$ cat src/sv/hpm_pkg.sv
`timescale 1ns / 1ps
// Shared types, constants and helpers for the halfcomplex power/magnitude block.
package hpm_pkg;

  localparam int SAMPLE_W   = 24;
  localparam int VALUE_W    = 48;
  localparam int ROOT_W     = 24;
  localparam int REM_W      = 26;
  localparam int SQRT_STEPS = 24;
  localparam int STEP_W     = 5;

  typedef enum logic [7:0] {
    ST_IDLE  = 8'b0000_0001,
    ST_WRITE = 8'b0000_0010,
    ST_READ  = 8'b0000_0100,
    ST_MUL_R = 8'b0000_1000,
    ST_ADD   = 8'b0001_0000,
    ST_EDGE  = 8'b0010_0000,
    ST_SQRT  = 8'b0100_0000,
    ST_OUT   = 8'b1000_0000
  } state_e;

  // Commands from the controller to the datapath.
  typedef struct packed {
    logic take;        // latch the accepted sample and advance the frame position
    logic ram_we;      // store the latched real part
    logic ram_re;      // fetch the real part of the current bin
    logic mul_sample;  // product <= |sample|^2
    logic mul_real;    // sum <= product, product <= |real|^2
    logic acc_add;     // sum <= sum + product
    logic sqrt_clear;  // reset the root and remainder
    logic sqrt_step;   // one digit of the square root
    logic out_load;    // move the finished bin into the output register
  } cmd_t;

  // Status from the datapath to the controller.
  typedef struct packed {
    logic pos_edge;    // next word is r0 or the Nyquist real part
    logic pos_store;   // next word is a real part to be kept
    logic sqrt_last;   // the current square-root step is the final one
    logic out_busy;    // output register full and not being drained
    logic mag_mode;    // magnitude selected
  } status_t;

  function automatic logic [SAMPLE_W-1:0] abs_sample(input logic [SAMPLE_W-1:0] v);
    logic [SAMPLE_W-1:0] r;
    r = v[SAMPLE_W-1] ? (~v + SAMPLE_W'(1)) : v;
    return r;
  endfunction

endpackage

$ cat src/sv/hpm_ctrl.sv
`timescale 1ns / 1ps
// Controller state machine: sequences each accepted word through the datapath.
module hpm_ctrl (
  input  logic             clk_i,
  input  logic             rst_ni,
  input  logic             in_valid_i,
  output logic             in_ready_o,
  input  hpm_pkg::status_t status_i,
  output hpm_pkg::cmd_t    cmd_o
);

  hpm_pkg::state_e state_q, state_d;
  logic            take;

  assign in_ready_o = (state_q == hpm_pkg::ST_IDLE);
  assign take       = in_valid_i && in_ready_o;

  always_comb begin
    state_d = state_q;
    cmd_o   = '0;
    case (state_q)
      hpm_pkg::ST_IDLE: begin
        if (take) begin
          cmd_o.take = 1'b1;
          if (status_i.pos_edge) begin
            state_d = hpm_pkg::ST_EDGE;
          end else if (status_i.pos_store) begin
            state_d = hpm_pkg::ST_WRITE;
          end else begin
            state_d = hpm_pkg::ST_READ;
          end
        end
      end
      hpm_pkg::ST_WRITE: begin
        cmd_o.ram_we = 1'b1;
        state_d      = hpm_pkg::ST_IDLE;
      end
      hpm_pkg::ST_READ: begin
        cmd_o.ram_re     = 1'b1;
        cmd_o.mul_sample = 1'b1;
        state_d          = hpm_pkg::ST_MUL_R;
      end
      hpm_pkg::ST_MUL_R: begin
        cmd_o.mul_real = 1'b1;
        state_d        = hpm_pkg::ST_ADD;
      end
      hpm_pkg::ST_ADD: begin
        cmd_o.acc_add    = 1'b1;
        cmd_o.sqrt_clear = 1'b1;
        state_d          = status_i.mag_mode ? hpm_pkg::ST_SQRT : hpm_pkg::ST_OUT;
      end
      hpm_pkg::ST_EDGE: begin
        cmd_o.mul_sample = 1'b1;
        state_d          = hpm_pkg::ST_OUT;
      end
      hpm_pkg::ST_SQRT: begin
        cmd_o.sqrt_step = 1'b1;
        if (status_i.sqrt_last) begin
          state_d = hpm_pkg::ST_OUT;
        end
      end
      hpm_pkg::ST_OUT: begin
        // Hold the finished bin until the output register has room.
        if (!status_i.out_busy) begin
          cmd_o.out_load = 1'b1;
          state_d        = hpm_pkg::ST_IDLE;
        end
      end
      default: begin
        state_d = hpm_pkg::ST_IDLE;
      end
    endcase
  end

  always_ff @(posedge clk_i or negedge rst_ni) begin
    if (!rst_ni) begin
      state_q <= hpm_pkg::ST_IDLE;
    end else begin
      state_q <= state_d;
    end
  end

  a_store_goes_to_write: assert property (@(posedge clk_i) disable iff (!rst_ni)
    take && status_i.pos_store |=> state_q == hpm_pkg::ST_WRITE)
    else $error("stored real part did not reach the write state");

  a_no_load_when_busy: assert property (@(posedge clk_i) disable iff (!rst_ni)
    cmd_o.out_load |-> !status_i.out_busy)
    else $error("output register overwritten while a result was waiting");

  a_sqrt_ends_in_out: assert property (@(posedge clk_i) disable iff (!rst_ni)
    state_q == hpm_pkg::ST_SQRT && status_i.sqrt_last |=> state_q == hpm_pkg::ST_OUT)
    else $error("square root did not hand over to the output state");

endmodule
$ cat config.mk
export PLATFORM = sky130hd
export DESIGN_NAME = hpm_ctrl
export DESIGN_NICKNAME = d
export VERILOG_FILES = /design/src/sv/hpm_pkg.sv /design/src/sv/hpm_ctrl.sv
export SDC_FILE = /design/constraint.sdc
export NUM_CORES = 1
export LEC_CHECK = 0
export CAP_MARGIN = 20
export CORE_MARGIN = 4
export CORE_UTILIZATION = 30
export CTS_BUF_LIST = sky130_fd_sc_hd__clkbuf_8 sky130_fd_sc_hd__clkbuf_16
export DETAILED_ROUTE_END_ITERATION = 8
export DONT_BUFFER_PORTS = 1
export PLACE_DENSITY = 0.51
export SKIP_CTS_REPAIR_TIMING = 1
export SYNTH_ARGS = -nofsm -noshare
export SYNTH_HDL_FRONTEND = slang
export SYNTH_SLANG_ARGS = --single-unit
$ cat constraint.sdc
create_clock -name clk_i -period 3.9 [get_ports clk_i]
set_input_delay 0 -clock clk_i [delete_from_list [all_inputs] [get_ports clk_i]]
set_output_delay 0 -clock clk_i [all_outputs]
set_load 0.05 [all_outputs]
== Word level (Yosys, flattened, before mapping) ==
Index checks and enable logic that the tools add are counted.
Storage, ports and cells
  bits in latches: 0
  memory bits (writable): 0
  memory bits (read-only): 0
  output and inout port bits: 10
  flip-flop bits (word level): 8
  input bits: 8
  memories: 0
Cells by class
  shift-type cells: 0
  add/sub/neg operators: 0
  muxes and demuxes: 17
  equal/unequal tests: 11
  order comparisons: 0
  multipliers: 0
  divide/modulo/power cells: 0
  bitwise gates (word level): 0
  reductions and logical operators: 3
Operators by type and width (number)
  case mux 8 bit (7 select lines): 1
  two-way mux 8 bit: 5
  two-way mux 1 bit: 9
  == test 8 x 1 -> 1 bit, second input constant: 1
  == test 8 x 2 -> 1 bit, second input constant: 1
  == test 8 x 3 -> 1 bit, second input constant: 1
  == test 8 x 4 -> 1 bit, second input constant: 1
  == test 8 x 5 -> 1 bit, second input constant: 1
  == test 8 x 6 -> 1 bit, second input constant: 1
  == test 8 x 7 -> 1 bit, second input constant: 1
  == test 8 bit, second input constant: 1
  inequality test 2 bit, second input constant: 2
  two-way mux 3 bit: 1
  AND reduction 3 bit: 1
  two-way mux 2 bit: 1
  inequality test 2 x 1 -> 1 bit, second input constant: 1
  OR reduction 2 bit: 1
  logical AND 1 bit: 1

== Depth between registers and ports, before layout ==
  depth in word-level cells: 4
  mapped depth: 5
  gate-level depth less buffers: 4

== Worst setup path before layout ==
Ideal clock, no wire load.
  path type: flip-flop to output port
  start: reg state_q[1]
  end: out cmd_o[4] in the netlist's numbering
  data arrival time: 2.599 ns
  path slack: 1.301 ns
  stages on the path, launching flop included: 4
  cell sequence: dfrtp_1 or4_4 buf_6 nor4bb_1
RTL lines
  start, declared: RTL line hpm_ctrl.sv:12  | hpm_pkg::state_e state_q, state_d;
  start signal, assigned: RTL line hpm_ctrl.sv:77  | state_q <= hpm_pkg::ST_IDLE;
  start signal, assigned: RTL line hpm_ctrl.sv:79  | state_q <= state_d;
  end, declared: RTL line hpm_ctrl.sv:9  | output hpm_pkg::cmd_t cmd_o

== Final worst setup path ==
  start: reg state_q[1]
  end: reg state_q[6]
On the way
  cells in the longest elaborated chain, start to end: 4
  elaborated cells on any way between the ends: 13
  those cells by class: eq/ne (10); mux (1); reduce/logical (2)
RTL lines
  == test 8 x 1 -> 1 bit: RTL line hpm_ctrl.sv:15, hpm_ctrl.sv:21
  logical AND 1 bit: RTL line hpm_ctrl.sv:16  | assign take = in_valid_i && in_ready_o;
  inequality test 2 x 1 -> 1 bit (no source line)
  AND reduction 3 bit (no source line)
Parallel ways exist; a longest one is shown, timed or not.
A chain may end at the register's enable or synchronous reset.

==> reports/qor.yml <==
grt_max_degree: 12
initial_core_util_pct: 33.4
slew_viol_final: 0
reg2reg_depth: 5
synth_cell_types: 31
r2r-start: "state_q[1]$_DFFE_PN0P_"
grt_pass1_wl_um: 1790
met3_usage_pct: 7.53
htreeDepth: 1
clock-sinks: 8
switching_share_pct: 42.3
cp.required_ns: 4.07
cts_buffers: 3
tns_ns: 0
reg2reg_to: "state_q[6]$_DFFE_PN0P_"
cts.clk_slew.worst_paths_ns: 0.04
post-dp-hpwl_um: 820
end_kind: "flip-flop"
met1_usage_pct: 12.0
clockRootBuffer: "clkbuf_8"
largestRegisters: "state_q (8)"
coreArea_um2: 1580
ys_warn_count: 0
slowest_stage: "or4_4"
cp_cell_sequence: "or4_4 -> nor4_4 -> buf_4 -> a22o_1 -> dlygate4sd3_1"
period_needed_ns: 2.37
nets: 73
cp_top_family: "buffers and inverters"
cts_tree: "built"
regMostFlops: "state_q"
endpoint: "state_q[6]$_DFFE_PN0P_"
ios: 18
rows: 14
worstSkewPairLatency_ns: 0.23
slowest_delay_ns: 0.63
p_per_area_nw_per_um2: 550
n_antenna_cell: 0
ys_ff_latch: 8
cp.arrival_ns: 2.54
wire_per_inst_um: 14.7
crit_fanout: 8
synth_cells: 52
p_seq_share_pct: 30.6
synth_nets: 60
port_buffers: 0
start_kind: "flip-flop"
routed_wirelength_um: 1170
use_met2_pct: 12.8
die_x_um: 49.9
finalSetupViolations: 0
timing.max_cap.violations: 0
startpoint: "state_q[1]$_DFFE_PN0P_"
die_h_um: 49.9
avgSynthCellArea_um2: 10.1
p_sw_mw: 0.161
worst-path-stages: 5
pwr-share-comb_pct: 41.9
cts_buffer_depth: 2
intPower_mw: 0.219
busiest_layer: "met2"
hp-class: "in -> reg"
maxSlewHeadroom_pct: 43.8
finalClockSkew_ns: 0.00360
synthTopCellsByArea: "dfrtp_1, nor4b_1, dfstp_2, buf_6, nor4_4"
min_period_over_period_pct: 60.8
gp_congestion: 0.682
drt_pre_antenna_iters: 2
synth_area_um2: 527
gr-total-overflow: 0
worstSetupPathType: "reg -> reg"
worst_pin_slew_ns: 0.838
ant_nets: 0
vias: 438
area_delta_synth_final_pct: 31.1
synth_seq_area_share_pct: 38.2
cp_num_buf_inv: 2
achievable-frequency_mhz: 422
drc: 0
grt_antenna_before_repair: 0
power.leakage_nw: 0.298
grt_pass1_vias: 392
synth_top_area_share_pct: 33.3
ir_drop_v: 0.000314
r2r_slack_ns: 1.53
grt.total_usage_pct: 10.3
largest_reg_flops: 8
drive_above_1_share_pct: 26.6
floorplan.die_area_um2: 2490
synth_area_leader_cell: "dfrtp_1"
drt_iter0_drc: 2
finalHoldViolCount: 0
totalPowerFinal_mw: 0.380
status: "complete, no violations"
p_clk_share_pct: 27.5
rsz0062_at_grt: "no"
via_per_inst: 5.48
## placed cells by master, fill, tap and decap left out, types with 2 or more instances in the layout
cell type,n
nor4b_1,3
and2_1,2
clkbuf_8,3
dlygate4sd3_1,8
inv_1,3
nor2_1,4
nor3_1,3
buf_4,4
nor4_2,2
nand2_1,2
dfrtp_1,7
nand2b_1,2
## area by class of cell
| cell class | count | area (um2) |
|---|---|---|
| clock inverters | 1 | 3.75 |
| clock buffers | 3 | 41.3 |
| multi-input cells | 38 | 307 |
| fillers | 166 | 886 |
| well taps | 16 | 20.0 |
| inverters | 2 | 7.51 |
| flip-flops and latches | 8 | 201 |
| repair buffers | 12 | 110 |
## routing by layer
metal	routed length (um)	share of wire [%]	vias to the layer above
met5	0	0	-
met4	27	2.3	0
met3	117	10	5
met2	525	45	14
met1	502	43	202
li1	-	-	217
## cell usage after synthesis
library cell,n
nor4_4,1
a21oi_1,1
nor4_1,1
buf_4,1
a22o_1,1
nor4bb_1,2
nand3_1,1
buf_6,2
nor3b_1,1
and3_1,1
nand2_1,2
nor4_2,1
and2_1,2
nor4b_1,4
xnor2_1,1
xor2_1,1
o221a_2,1
nand2b_1,2
dfrtp_1,7
o21ai_0,1
dfstp_2,1
nor2b_1,1
a211oi_1,1
nor2_1,4
inv_1,2
buf_2,1
and4b_2,1
nor3_1,4
o2bb2ai_1,1
or4_4,1
and3b_1,1
## metrics by stage
step           worst slack, ns  std cells  hold WS (ns)  utilization, %  instance area (um2)
2_1_floorplan             1.30         52        -0.296               -                  527
3_3_place_gp              2.07         68        -0.295            35.9                  566
3_5_place_dp              2.07         68        -0.295            35.9                  566
4_1_cts                   1.92         72        -0.546            38.7                  611
5_1_grt                   1.42         80       0.00543            43.8                  691
6_report                  1.53         80      0.000959            43.8                  691
## kinds of logic after synthesis
kind of cell              after synthesis  share of synthesized area, %
DFF                                     8                          38.2
xor gates and xnor gates                2                          3.33
buffers and inverters                   6                          8.08
and+or+nand+nor                        30                          41.6
AOI/OAI and AO/OA                       6                          8.79
## power by group through the flow
stage / Clock [mW] / Combinational, mW / Sequential [mW]
after floorplan: 0 / 0.145 / 0.109
after global placement: 0 / 0.153 / 0.117
after detailed placement: 0 / 0.152 / 0.117
after CTS: 0.109 / 0.153 / 0.116
after global routing: 0.115 / 0.171 / 0.119
final: 0.104 / 0.159 / 0.116
## worst min path at each step
stage                start                     end  slack [ns]  cells after the start
2_1_floorplan       rst_ni  state_q[1]$_DFFE_PN0P_       -0.30                      0
3_3_place_gp        rst_ni  state_q[6]$_DFFE_PN0P_       -0.30                      0
3_5_place_dp        rst_ni  state_q[6]$_DFFE_PN0P_       -0.30                      0
4_1_cts             rst_ni  state_q[6]$_DFFE_PN0P_       -0.55                      0
5_1_grt        status_i[0]  state_q[7]$_DFFE_PN0P_       0.005                      2
6_report       status_i[0]  state_q[7]$_DFFE_PN0P_       0.001                      2
(Power assumes the default switching activity.)
